==> config.mk <==
export PLATFORM = sky130hd
export DESIGN_NAME = rsa_sign_verify
export DESIGN_NICKNAME = d
export VERILOG_FILES = /design/src/hdl/rsv_pkg.sv /design/src/hdl/rsa_sign_verify.sv /design/src/hdl/rsv_modmul.sv
export SDC_FILE = /design/constraint.sdc
export NUM_CORES = 1
export LEC_CHECK = 0
export CAP_MARGIN = 20
export CORE_AREA = 10 10 178 180
export CTS_CLUSTER_DIAMETER = 80
export CTS_CLUSTER_SIZE = 25
export DETAILED_ROUTE_END_ITERATION = 7
export DIE_AREA = 0 0 188 190
export DONT_BUFFER_PORTS = 1
export HOLD_SLACK_MARGIN = 0.12
export SLEW_MARGIN = 20
export SYNTH_ARGS = -nofsm -noshare
export SYNTH_HDL_FRONTEND = slang
export SYNTH_SLANG_ARGS = --single-unit
==> constraint.sdc <==
create_clock -name clk -period 12.8 [get_ports clk]
set_input_delay 1.28 -clock clk [delete_from_list [all_inputs] [get_ports clk]]
set_output_delay 1.28 -clock clk [all_outputs]
set_load 0.05 [all_outputs]
==> src/hdl/rsv_pkg.sv <==
`timescale 1ns / 1ps
// shared types and constants for the rsa sign and verify block
package rsv_pkg;

	typedef enum logic [3:0] {
		ST_IDLE,
		ST_RED_GO,
		ST_RED_WAIT,
		ST_CHECK,
		ST_MUL_GO,
		ST_MUL_WAIT,
		ST_SQR_GO,
		ST_SQR_WAIT,
		ST_DONE
	} state_t;

	typedef logic [1:0] cfg_idx_t;

	localparam cfg_idx_t REG_MODULUS     = 2'd0;
	localparam cfg_idx_t REG_PRIVATE_EXP = 2'd1;
	localparam cfg_idx_t REG_PUBLIC_EXP  = 2'd2;

	localparam logic ACT_SIGN   = 1'b0;
	localparam logic ACT_VERIFY = 1'b1;

	localparam int FIELD_BITS = 16;

endpackage

==> src/hdl/rsa_sign_verify.sv <==
`timescale 1ns / 1ps
// rsa sign and verify top level: registers, exponent sequencer, shared multiplier
// sequence: reduce the base with one modular multiply, then one modular multiply per set exponent bit
//   and one square per bit below the top set bit; exponent 0 only reduces the base, n of 0 or 1 goes straight to done
// throughput: one item at a time, next item accepted the cycle after done; the receiver cannot stall
// reset: asynchronous active low, modulus 1, exponents 0, sequencer idle
module rsa_sign_verify #(
	parameter int MODULUS_BITS = 16
) (
	input  logic        clk,
	input  logic        arst_n,
	input  logic        start,
	output logic        busy,
	input  logic        action,
	input  logic [15:0] message,
	input  logic [15:0] signature,
	output logic        done,
	output logic [15:0] value,
	output logic        matches_res,
	input  logic        cfg_valid,
	output logic        cfg_ready,
	input  logic [1:0]  cfg_index,
	input  logic [15:0] cfg_data
);

	localparam int W = MODULUS_BITS;

	rsv_pkg::state_t state_q;
	rsv_pkg::state_t state_d;

	logic [15:0] modulus_q;
	logic [15:0] priv_exp_q;
	logic [15:0] pub_exp_q;

	logic         action_q;
	logic [15:0]  msg_q;
	logic [15:0]  exp_q;
	logic [W-1:0] base_q;
	logic [W-1:0] acc_q;
	logic [W-1:0] n_q;

	logic [W+15:0] mod_ext;
	logic [W+15:0] base_ext;
	logic [W+15:0] acc_ext;
	logic [W-1:0]  n_in;
	logic [W-1:0]  base_in;
	logic          accept;

	logic         mm_start;
	logic [W-1:0] mm_a;
	logic [W-1:0] mm_b;
	logic [W-1:0] mm_prod;
	logic         mm_done;

	assign cfg_ready = 1'b1;
	assign accept    = start && !busy;

	assign mod_ext  = {{W{1'b0}}, modulus_q};
	assign base_ext = {{W{1'b0}}, (action == rsv_pkg::ACT_VERIFY) ? signature : message};
	assign acc_ext  = {16'b0, acc_q};
	assign n_in     = mod_ext[W-1:0];
	assign base_in  = base_ext[W-1:0];

	always_ff @(posedge clk or negedge arst_n) begin
		if (!arst_n) begin
			modulus_q  <= 16'd1;
			priv_exp_q <= 16'd0;
			pub_exp_q  <= 16'd0;
		end else if (cfg_valid && cfg_ready) begin
			case (cfg_index)
				rsv_pkg::REG_MODULUS:     modulus_q  <= cfg_data;
				rsv_pkg::REG_PRIVATE_EXP: priv_exp_q <= cfg_data;
				rsv_pkg::REG_PUBLIC_EXP:  pub_exp_q  <= cfg_data;
				default: ;
			endcase
		end
	end

	always_ff @(posedge clk or negedge arst_n) begin
		if (!arst_n) begin
			state_q <= rsv_pkg::ST_IDLE;
		end else begin
			state_q <= state_d;
		end
	end

	always_comb begin
		state_d = state_q;
		case (state_q)
			rsv_pkg::ST_IDLE: begin
				if (accept) begin
					state_d = (n_in <= W'(1)) ? rsv_pkg::ST_DONE : rsv_pkg::ST_RED_GO;
				end
			end
			rsv_pkg::ST_RED_GO:   state_d = rsv_pkg::ST_RED_WAIT;
			rsv_pkg::ST_RED_WAIT: if (mm_done) state_d = rsv_pkg::ST_CHECK;
			rsv_pkg::ST_CHECK: begin
				if (exp_q == 16'd0) begin
					state_d = rsv_pkg::ST_DONE;
				end else if (exp_q[0]) begin
					state_d = rsv_pkg::ST_MUL_GO;
				end else begin
					state_d = rsv_pkg::ST_SQR_GO;
				end
			end
			rsv_pkg::ST_MUL_GO:   state_d = rsv_pkg::ST_MUL_WAIT;
			rsv_pkg::ST_MUL_WAIT: if (mm_done) state_d = rsv_pkg::ST_CHECK;
			rsv_pkg::ST_SQR_GO:   state_d = rsv_pkg::ST_SQR_WAIT;
			rsv_pkg::ST_SQR_WAIT: if (mm_done) state_d = rsv_pkg::ST_CHECK;
			rsv_pkg::ST_DONE:     state_d = rsv_pkg::ST_IDLE;
			default:              state_d = rsv_pkg::ST_IDLE;
		endcase
	end

	always_comb begin
		mm_start = 1'b0;
		mm_a     = acc_q;
		mm_b     = base_q;
		busy     = 1'b1;
		done     = 1'b0;
		case (state_q)
			rsv_pkg::ST_IDLE: busy = 1'b0;
			rsv_pkg::ST_RED_GO: begin
				mm_start = 1'b1;
				mm_a     = W'(1);
			end
			rsv_pkg::ST_MUL_GO: mm_start = 1'b1;
			rsv_pkg::ST_SQR_GO: begin
				mm_start = 1'b1;
				mm_a     = base_q;
			end
			rsv_pkg::ST_DONE: done = 1'b1;
			default: ;
		endcase
	end

	// item datapath
	always_ff @(posedge clk) begin
		case (state_q)
			rsv_pkg::ST_IDLE: begin
				if (accept) begin
					action_q <= action;
					msg_q    <= message;
					exp_q    <= (action == rsv_pkg::ACT_VERIFY) ? pub_exp_q : priv_exp_q;
					base_q   <= base_in;
					n_q      <= n_in;
					acc_q    <= '0;
				end
			end
			rsv_pkg::ST_RED_WAIT: begin
				if (mm_done) begin
					base_q <= mm_prod;
					acc_q  <= W'(1);
				end
			end
			rsv_pkg::ST_MUL_WAIT: begin
				if (mm_done) begin
					acc_q    <= mm_prod;
					exp_q[0] <= 1'b0;
				end
			end
			rsv_pkg::ST_SQR_WAIT: begin
				if (mm_done) begin
					base_q <= mm_prod;
					exp_q  <= {1'b0, exp_q[15:1]};
				end
			end
			default: ;
		endcase
	end

	assign value       = acc_ext[15:0];
	assign matches_res = (action_q == rsv_pkg::ACT_VERIFY) && (acc_ext[15:0] == msg_q);

	rsv_modmul #(
		.W(W)
	) u_modmul (
		.clk    (clk),
		.arst_n (arst_n),
		.start  (mm_start),
		.a      (mm_a),
		.b      (mm_b),
		.n      (n_q),
		.prod   (mm_prod),
		.done   (mm_done)
	);

`ifndef SYNTHESIS
	a_busy_after_accept: assert property (@(posedge clk) disable iff (!arst_n)
		accept |=> busy)
		else $error("item accepted but block not busy");
	a_idle_after_done: assert property (@(posedge clk) disable iff (!arst_n)
		done |=> !busy)
		else $error("block still busy after result");
	a_sign_no_match: assert property (@(posedge clk) disable iff (!arst_n)
		done && (action_q == rsv_pkg::ACT_SIGN) |-> !matches_res)
		else $error("match flag set on sign");
	a_result_reduced: assert property (@(posedge clk) disable iff (!arst_n)
		done && (n_q > W'(1)) |-> (acc_q < n_q))
		else $error("result not below modulus");
	a_mm_done_in_wait: assert property (@(posedge clk) disable iff (!arst_n)
		mm_done |-> (state_q == rsv_pkg::ST_RED_WAIT || state_q == rsv_pkg::ST_MUL_WAIT
			|| state_q == rsv_pkg::ST_SQR_WAIT))
		else $error("multiplier finished outside a wait state");
`endif

endmodule

==> src/hdl/rsv_modmul.sv <==
`timescale 1ns / 1ps
// shift-add modular multiplier, one bit of b per cycle
module rsv_modmul #(
	parameter int W = 16
) (
	input  logic         clk,
	input  logic         arst_n,
	input  logic         start,
	input  logic [W-1:0] a,
	input  logic [W-1:0] b,
	input  logic [W-1:0] n,
	output logic [W-1:0] prod,
	output logic         done
);

	localparam int CW = $clog2(W + 1);

	logic [W-1:0]  r_q;
	logic [W-1:0]  a_q;
	logic [W-1:0]  b_q;
	logic [W-1:0]  n_q;
	logic [CW-1:0] cnt_q;
	logic          run_q;
	logic          done_q;

	logic [W:0] dbl;
	logic [W:0] dbl_red;
	logic [W:0] sum;
	logic [W:0] sum_red;

	// r <- (2r + bit*a) mod n, with r and a below n
	always_comb begin
		dbl     = {r_q, 1'b0};
		dbl_red = (dbl >= {1'b0, n_q}) ? (dbl - {1'b0, n_q}) : dbl;
		sum     = dbl_red + (b_q[W-1] ? {1'b0, a_q} : {(W+1){1'b0}});
		sum_red = (sum >= {1'b0, n_q}) ? (sum - {1'b0, n_q}) : sum;
	end

	always_ff @(posedge clk or negedge arst_n) begin
		if (!arst_n) begin
			run_q  <= 1'b0;
			done_q <= 1'b0;
			cnt_q  <= '0;
		end else begin
			done_q <= 1'b0;
			if (start) begin
				run_q <= 1'b1;
				cnt_q <= CW'(W);
			end else if (run_q) begin
				cnt_q <= cnt_q - CW'(1);
				if (cnt_q == CW'(1)) begin
					run_q  <= 1'b0;
					done_q <= 1'b1;
				end
			end
		end
	end

	always_ff @(posedge clk) begin
		if (start) begin
			r_q <= '0;
			a_q <= a;
			b_q <= b;
			n_q <= n;
		end else if (run_q) begin
			r_q <= sum_red[W-1:0];
			b_q <= {b_q[W-2:0], 1'b0};
		end
	end

	assign prod = r_q;
	assign done = done_q;

`ifndef SYNTHESIS
	a_run_after_start: assert property (@(posedge clk) disable iff (!arst_n)
		start |=> run_q)
		else $error("multiplier did not start");
	a_done_pulse: assert property (@(posedge clk) disable iff (!arst_n)
		done_q |-> !run_q)
		else $error("multiplier done while running");
	a_prod_below_n: assert property (@(posedge clk) disable iff (!arst_n)
		done_q |-> (r_q < n_q))
		else $error("product not reduced");
`endif

endmodule
==> Yosys cells after proc, flatten, opt, wreduce, memory -nomap -nowiden <==
Index checks and enable logic that the tools add are counted.
{ "word_totals": {"reg_bits": 204, "wordCells": 101} }
{ "op_classes": {"add_sub_neg": 4, "n_lt_le_gt_ge": 3, "n_eq_ne": 18, "mux": 36, "reduce_logical": 22} }
{ "op_table": {"columns": ["operator", "n"], "rows": [
  ["$mux 16", 12],
  ["$pmux 16 s2", 2],
  ["$pmux 16 s3", 1],
  ["$ge 17x16->1", 2],
  ["$pmux 15 s2", 1],
  ["$pmux 4 s6", 1],
  ["$add 17x16->17", 1],
  ["$mux 17", 1],
  ["$sub 17x16->17", 1],
  ["$eq 16x16->1", 1],
  ["$eq 4x3->1 const B", 4],
  ["$le 16x1->1 const B", 1],
  ["$logic_not 16->1", 1],
  ["$mux 4", 4],
  ["$sub 16x16->16", 1],
  ["$mux 1", 10],
  ["$mux 5", 2],
  ["$ne 2x1->1 const B", 5],
  ["$reduce_and 2->1", 5],
  ["$eq 4x2->1 const B", 2],
  ["$reduce_and 4->1", 2],
  ["$reduce_and 3->1", 2],
  ["$reduce_bool 2->1", 3],
  ["$reduce_bool 3->1", 2],
  ["14 further kinds", 16]
]} }

==> Longest topological paths before layout <==
Gate-level depths: netlist (run 1).
{ "depth": {"word_depth": 5, "depth_mapped": 28, "mapped_depth_nobuf": 26} }

==> Cells and area by module <==
A second synthesis (run 1) with hierarchy kept.
{ "hier_totals": {"cells_unflattened": 935, "area_unflattened_um2": 11163.2} }
{ "modules_own_cells": {"columns": ["mod", "n_inst", "cells_each", "area_per_inst_um2", "seq_area_each_um2"], "rows": [
  ["rsa_sign_verify", 1, 415, 5943.2, 3734.8],
  ["rsv_modmul", 1, 520, 5220.0, 1936.9]
]} }

==> Worst setup path before layout (run 1) <==
Ideal clock, no wire load.
{ "synth_timing": {"kind": "register -> register", "startpoint": "reg u_modmul.n_q[13]", "endpoint": "reg u_modmul.r_q[14], in the netlist u_modmul.prod[14]", "setup_ns": 0.118, "t_arrival_ns": 5.412, "slack_ns": 7.271, "path_stages_with_launch": 27, "synth_period_minus_slack_ns": 5.529, "cell_sequence": "edfxtp_1 > inv_1 > ha_1 > nand4_2 > or4_1 > o21a_1 > nand4_2 > nor2_1 > clkbuf_1 > nor2_1 > ha_1 > inv_1 > fa_1 > nand3b_1 > a21oi_1 > o22ai_1 > o21bai_1 > xor2_1 > ha_1 > a21o_1 > a21o_1 > a21oi_1 > and3_1 > a22oi_1 > a211o_4 > a211o_1 > o2111a_1"} }
{ "synth_via": {"elab_chain_cells": 5} }
{ "synth_lines": {"columns": ["item", "line", "text"], "rows": [
  ["start: declaration", "rsv_modmul.sv:21", "logic [W-1:0] n_q;"],
  ["start signal: assignment", "rsv_modmul.sv:64", "n_q <= n;"],
  ["$sub 17x16->17 / $ge 17x16->1 (equally long branches)", "rsv_modmul.sv:34", "dbl_red = (dbl >= {1'b0, n_q}) ? (dbl - {1'b0, n_q}) : dbl;"],
  ["$mux 17", "rsv_modmul.sv:34", null],
  ["$add 17x16->17", "rsv_modmul.sv:35", "sum = dbl_red + (b_q[W-1] ? {1'b0, a_q} : {(W+1){1'b0}});"],
  ["$sub 16x16->16 / $ge 17x16->1 (equally long branches)", "rsv_modmul.sv:36", "sum_red = (sum >= {1'b0, n_q}) ? (sum - {1'b0, n_q}) : sum;"],
  ["$mux 16 *", "rsv_modmul.sv:36", null],
  ["end signal: assignment", "rsv_modmul.sv:66", "r_q <= sum_red[W-1:0];"],
  ["end: declaration", "rsv_modmul.sv:18", "logic [W-1:0] r_q;"]
]} }
Every way passes the cells marked *; elsewhere a longest branch is shown, timed or not.
A chain may end at the register's enable or synchronous reset.

==> Worst setup path after layout (run 1) <==
{ "layout_timing": {"startpoint": "reg u_modmul.n_q[1]", "endpoint": "reg u_modmul.r_q[9], in the netlist u_modmul.prod[9]"} }
The elaborated chain is that of the path after synthesis.

==> results of run 1 <==
## worst register-to-register path, cell delays in order, from the launching register on
cell and delay, ns:
edfxtp_1 0.37, inv_1 0.19, ha_1 0.28, nor2b_1 0.14
o31a_1 0.29, o21ai_1 0.26, a211oi_1 0.17, nor2_1 0.12
buf_4 0.29, mux2_2 0.23, inv_1 0.05, fa_1 0.42
nand3b_1 0.19, a21oi_1 0.29, o22ai_1 0.18, o21bai_1 0.19
xor2_1 0.34, ha_1 0.36, a21o_1 0.20, a21o_1 0.18
a21oi_1 0.36, and3_1 0.25, a22oi_1 0.13, a211oi_4 0.61
nor3_1 0.14, o31a_1 0.26
## cell usage after synthesis (all sizes together) (7+ instances only)
cell,instances
o21a,10
nand3b,7
xnor2,39
and2,34
dfxtp,16
a31oi,10
mux2,51
o211ai,7
nor2,84
buf,9
inv,44
a22o,16
nand4,17
a211oi,9
dfrtp,58
xor2,17
a21o,12
nand2,92
nor3,18
a21oi,74
nand2b,7
edfxtp,129
nand3,23
mux2i,33
clkbuf,34
ha,51
o21ai,53
nor4,11
## per-stage QoR
step,setup WS (ns),instance area [um^2],hold slack [ns],utilization,instances
final,6.20,11900,0.427,0.421,1403
after global routing,5.65,11900,0.438,0.421,1403
after CTS,6.23,11900,0.429,0.421,1403
after detailed placement,6.28,11500,0.405,0.407,1381
after global placement,6.35,11500,0.401,0.407,1381
after floorplan,7.27,11100,0.400,-,1030
## cell type report
type                            instances  area [um^2]
Clock inverter                          7         68.8
Sequential cell                       204         5670
Clock buffer                           15          333
Inverter                               45          169
Fill cell                            2724        16300
Timing Repair Buffer                   10         75.1
Tap cell                              384          480
Multi-Input combinational cell        738         5100
## kinds of logic after synthesis
kind of cell / Yosys count
and+or+nand+nor: 324
AOI/OAI and AO/OA: 219
DFF: 204
buffers and inverters: 88
muxes: 84
xor gates and xnor gates: 56
adders and majority gates: 54
other: 1
## final timing paths
check / start / end / slack, ns / depth (start not counted)
max: u_modmul.n_q[1]$_DFFE_PN_ / u_modmul.prod[9]$_SDFFE_PN0P_ / 6.20 / 25
min: n_q[1]$_DFFE_PP_ / u_modmul.n_q[1]$_DFFE_PN_ / 0.43 / 0
max reg2reg: u_modmul.n_q[1]$_DFFE_PN_ / u_modmul.prod[9]$_SDFFE_PN0P_ / 6.20 / 25
min reg2reg: n_q[1]$_DFFE_PP_ / u_modmul.n_q[1]$_DFFE_PN_ / 0.43 / 0
max in group asynchronous: arst_n / modulus_q[0]$_DFFE_PN1P_ / 12.15 / 0
min in group asynchronous: arst_n / pub_exp_q[8]$_DFFE_PN0P_ / 0.47 / 0
## routing by layer
layer,GRT usage,share of wire,vias to the layer above
met3,0.0330,0.057,37
met2,0.260,0.48,187
met4,0.0437,0.025,0
li1,-,-,3694
met5,0,0,-
met1,0.192,0.44,3689
==> flow_summary.json, run 1 <==
{
  "antenna_found_initial": 0,
  "yosys.area_share.simple": 0.143,
  "synthAdderAreaFrac": 0.0629,
  "slew_headroom": 0.329,
  "grt_usage": 0.153,
  "clkTransAtPathRegs_ns": 0.10,
  "syn_area_per_cell_um2": 10.8,
  "fin_nets": 1121,
  "worstPathRequired_ns": 13.19,
  "n_antenna_cell": 0,
  "cts-buffers-inserted": 13,
  "dr_total_vias": 7607,
  "cp-end-kind": "flip-flop",
  "hp-class": "reg -> reg",
  "rows": 62,
  "status": "complete, no violations",
  "via_per_inst": 5.42,
  "grt_pass1_wl_um": 43900,
  "dp_hpwl_um": 20800,
  "die_h_um": 190,
  "cts-root-buf": "clkbuf_16",
  "cp_top_family": "compound AO/OA/AOI/OAI gates",
  "wl_per_cell_um": 19.9,
  "synth_xor_xnor_area_share": 0.0442,
  "first_pass_iters": 5,
  "portBuffers": 0,
  "area_delta_synth_final_pct": 7.13,
  "synth_area_leaders": "edfxtp_1, dfrtp_1, ha_1, mux2_2, a21oi_1",
  "layout_common_cells": "edfxtp_1, nand2_1, nor2_1",
  "ys_seq_elements": 204,
  "globalplace.congestion": 0.893,
  "grt_setup_unrepaired": "false",
  "drtIter0Drc": 539,
  "synthCells": 1030,
  "max_stage_delay_ns": 0.61,
  "drt.antenna.violating_nets": 0,
  "cts_resized": 0,
  "crit_type": "reg -> reg",
  "hold_viol_final": 0,
  "finalCritPeriodShare": 0.516,
  "critPathBufInv": 3,
  "path_max_fanout": 31,
  "grt_max_degree": 60,
  "drc_errors": 0,
  "fin_crit_ns": 6.60,
  "synth_edf_count": 129,
  "ys_async_sr_fraction": 0.289,
  "fp.dieW_um": 188,
  "ys_seq_area_frac": 0.511,
  "ys.flop_type": "edfxtp_1",
  "hold_buffers": 0,
  "synthMuxAreaShare": 0.0815,
  "slowest_stage": "a211oi_4",
  "arrival_ns": 6.99,
  "yosysTopAreaCell": "edfxtp_1",
  "synth-compound-area-share": 0.126,
  "synth_top_family_by_area": "simple AND/OR/NAND/NOR gates",
  "post_cts_buffers": 0,
  "clock_latency_ns": 0.49,
  "synth_cell_types": 69,
  "grt_overflow": 0,
  "final-max-slew-violation-count": 0,
  "worstMarginPinSlew_ns": 1.00,
  "start_kind": "flip-flop",
  "cts-htree-levels": 1,
  "initial_core_util": 0.393,
  "yosys_warnings": 0,
  "drive_gt1_frac": 0.0932,
  "wl_um": 27900,
  "final_common_cell": "edfxtp_1",
  "tns_ns": 0,
  "cap_violations": 0,
  "core_um2": 28200,
  "die-area_um2": 35700,
  "skew_ns": 0.0237,
  "fmax_mhz": 151,
  "cts_buffer_depth": 3,
  "syn-cell-area_um2": 11100,
  "cts_tree": "yes",
  "syn_nets": 1139,
  "finalSetupViolCount": 0,
  "ioPinCount": 75,
  "grt_pass1_vias": 7645,
  "synth_top_area_share": 0.349,
  "clock_sinks": 204
}
Power of run 1 is not shown: default switching activity piles up to over one toggle a cycle in this logic, so the estimate is an artifact.
==> inputs of run 2 (changes only) <==
- clock period: 12.8 -> 6.03 ns (I/O delays scaled with it)
==> run 2 against run 1 <==
Against the previous run:
- worst hold slack got worse by 0.22 ns
- routed wire length rose by 3.7%
- fmax increased by 14%
- cell count is 3.8% higher
- sequential share of layout area is 2.4 points lower
- critical path type unchanged
- critical endpoint is now u_modmul.prod[14]$_SDFFE_PN0P_
- highest routed layer unchanged
==> flow_summary.json, run 2 (synthesis gave the netlist of run 1 again) <==
{
  "cts-root-buf": "clkbuf_16",
  "cts-htree-levels": 1,
  "hold_ws_ns": 0.208,
  "critPathBufInv": 4,
  "grt_use_met1": 0.199,
  "tns_ns": 0,
  "hp-class": "in -> reg",
  "grt_usage": 0.155,
  "clock_sinks": 204,
  "area_delta_synth_final_pct": 12.8,
  "final_common_cell": "edfxtp_1",
  "hold_viol_final": 0,
  "status": "complete, no violations",
  "fp.dieW_um": 188,
  "fin_nets": 1173,
  "cap_violations": 0,
  "grt_util_met2": 0.262,
  "wl_per_cell_um": 19.8,
  "layout_common_cells": "edfxtp_1, nand2_1, nor2_1",
  "portBuffers": 0,
  "drive_gt1_frac": 0.162,
  "fin_crit_ns": 5.77,
  "initial_core_util": 0.393,
  "via_per_inst": 5.40,
  "cts_buffer_depth": 3,
  "final-max-slew-violation-count": 0,
  "slowest_stage": "or4_1",
  "finalSetupViolCount": 0,
  "start_kind": "flip-flop",
  "cp_top_family": "compound AO/OA/AOI/OAI gates",
  "worstMarginPinSlew_ns": 1.02,
  "slew_headroom": 0.318,
  "dp_hpwl_um": 21300,
  "drc_errors": 0,
  "cts-buffers-inserted": 13,
  "worstPathRequired_ns": 6.43,
  "drtIter0Drc": 514,
  "path_max_fanout": 7,
  "clkTransAtPathRegs_ns": 0.10,
  "globalplace.congestion": 0.912,
  "met3_usage": 0.0311,
  "crit_type": "reg -> reg",
  "finalCritPeriodShare": 0.957,
  "die_h_um": 190,
  "dpl.cell_count": 1423,
  "final_cells": 1456,
  "drt.antenna.violating_nets": 0,
  "num-fill-cells": 2717,
  "grt_pass1_vias": 7829,
  "ioPinCount": 75,
  "clock_latency_ns": 0.50,
  "final_core_util": 0.444,
  "skew_ns": 0.0271,
  "die-area_um2": 35700,
  "first_pass_iters": 5,
  "max_stage_delay_ns": 0.53,
  "grt_pass1_wl_um": 44700,
  "cts_tree": "yes",
  "fmax_mhz": 173,
  "grt_max_degree": 60,
  "dr_total_vias": 7861,
  "arrival_ns": 6.18,
  "wl_um": 28900,
  "cp-end-kind": "flip-flop",
  "grt_overflow": 0,
  "busiest_layer": "met2",
  "rows": 62,
  "core_um2": 28200,
  "antenna_found_initial": 1
}
==> run 2: final cells by class <==
class                      instances  area [um^2]  share of cell area
sequential                       204         5670               0.453
tap                              384          480              0.0383
antenna                            1         2.50            0.000200
inverter                          45          169              0.0135
clock inverter                     6         63.8             0.00509
multi-input combinational        739         5320               0.424
clock buffer                      16          347              0.0277
timing repair buffer              61          482              0.0384
==> run 2: worst paths after layout <==
path | from | end | slack [ns] | cells past startpoint
max | u_modmul.n_q[13]$_DFFE_PN_ | u_modmul.prod[14]$_SDFFE_PN0P_ | 0.26 | 27
min reg2reg | n_q[0]$_DFFE_PP_ | u_modmul.n_q[0]$_DFFE_PN_ | 0.43 | 0
max reg2reg | u_modmul.n_q[13]$_DFFE_PN_ | u_modmul.prod[14]$_SDFFE_PN0P_ | 0.26 | 27
min | message[2] | msg_q[2]$_DFFE_PP_ | 0.21 | 0
min in group asynchronous | arst_n | modulus_q[9]$_DFFE_PN0P_ | 0.63 | 2
max in group asynchronous | arst_n | modulus_q[0]$_DFFE_PN1P_ | 5.07 | 2
==> run 2: worst reg2reg max path, delay by kind of cell (launching register included) <==
kind,cells,cell delay (ns)
AOI/OAI and AO/OA,11,2.01
and+or+nand+nor,7,1.47
adders and majority gates,4,1.16
buffers and inverters,4,0.44
DFF,1,0.34
xor gates and xnor gates,1,0.25
==> run 2: routing by layer <==
metal | share of wire | wire length [um]
met4 | 0.021 | 610
met5 | 0 | 0
met2 | 0.48 | 13900
met1 | 0.44 | 12600
met3 | 0.060 | 1740
==> run 2: metrics by stage <==
step                area [um^2]  setup slack, ns
floorplan                 11100            0.501
global placement          11800           0.0686
detailed placement        11800          -0.0506
CTS                       12300           0.0610
global route              12500          -0.0558
finish                    12500            0.257
==> run 2: timing repair <==
action / CTS / global route
setup buffers: 0 / 7
hold endpoints to repair: 59 / 0
gates resized for setup: 3 / 37
pin swaps: 0 / 10
gates cloned: 0 / 1
hold buffers: 2 / 0
setup endpoints to repair: 11 / 16
Power of run 2 is left out for the same reason.
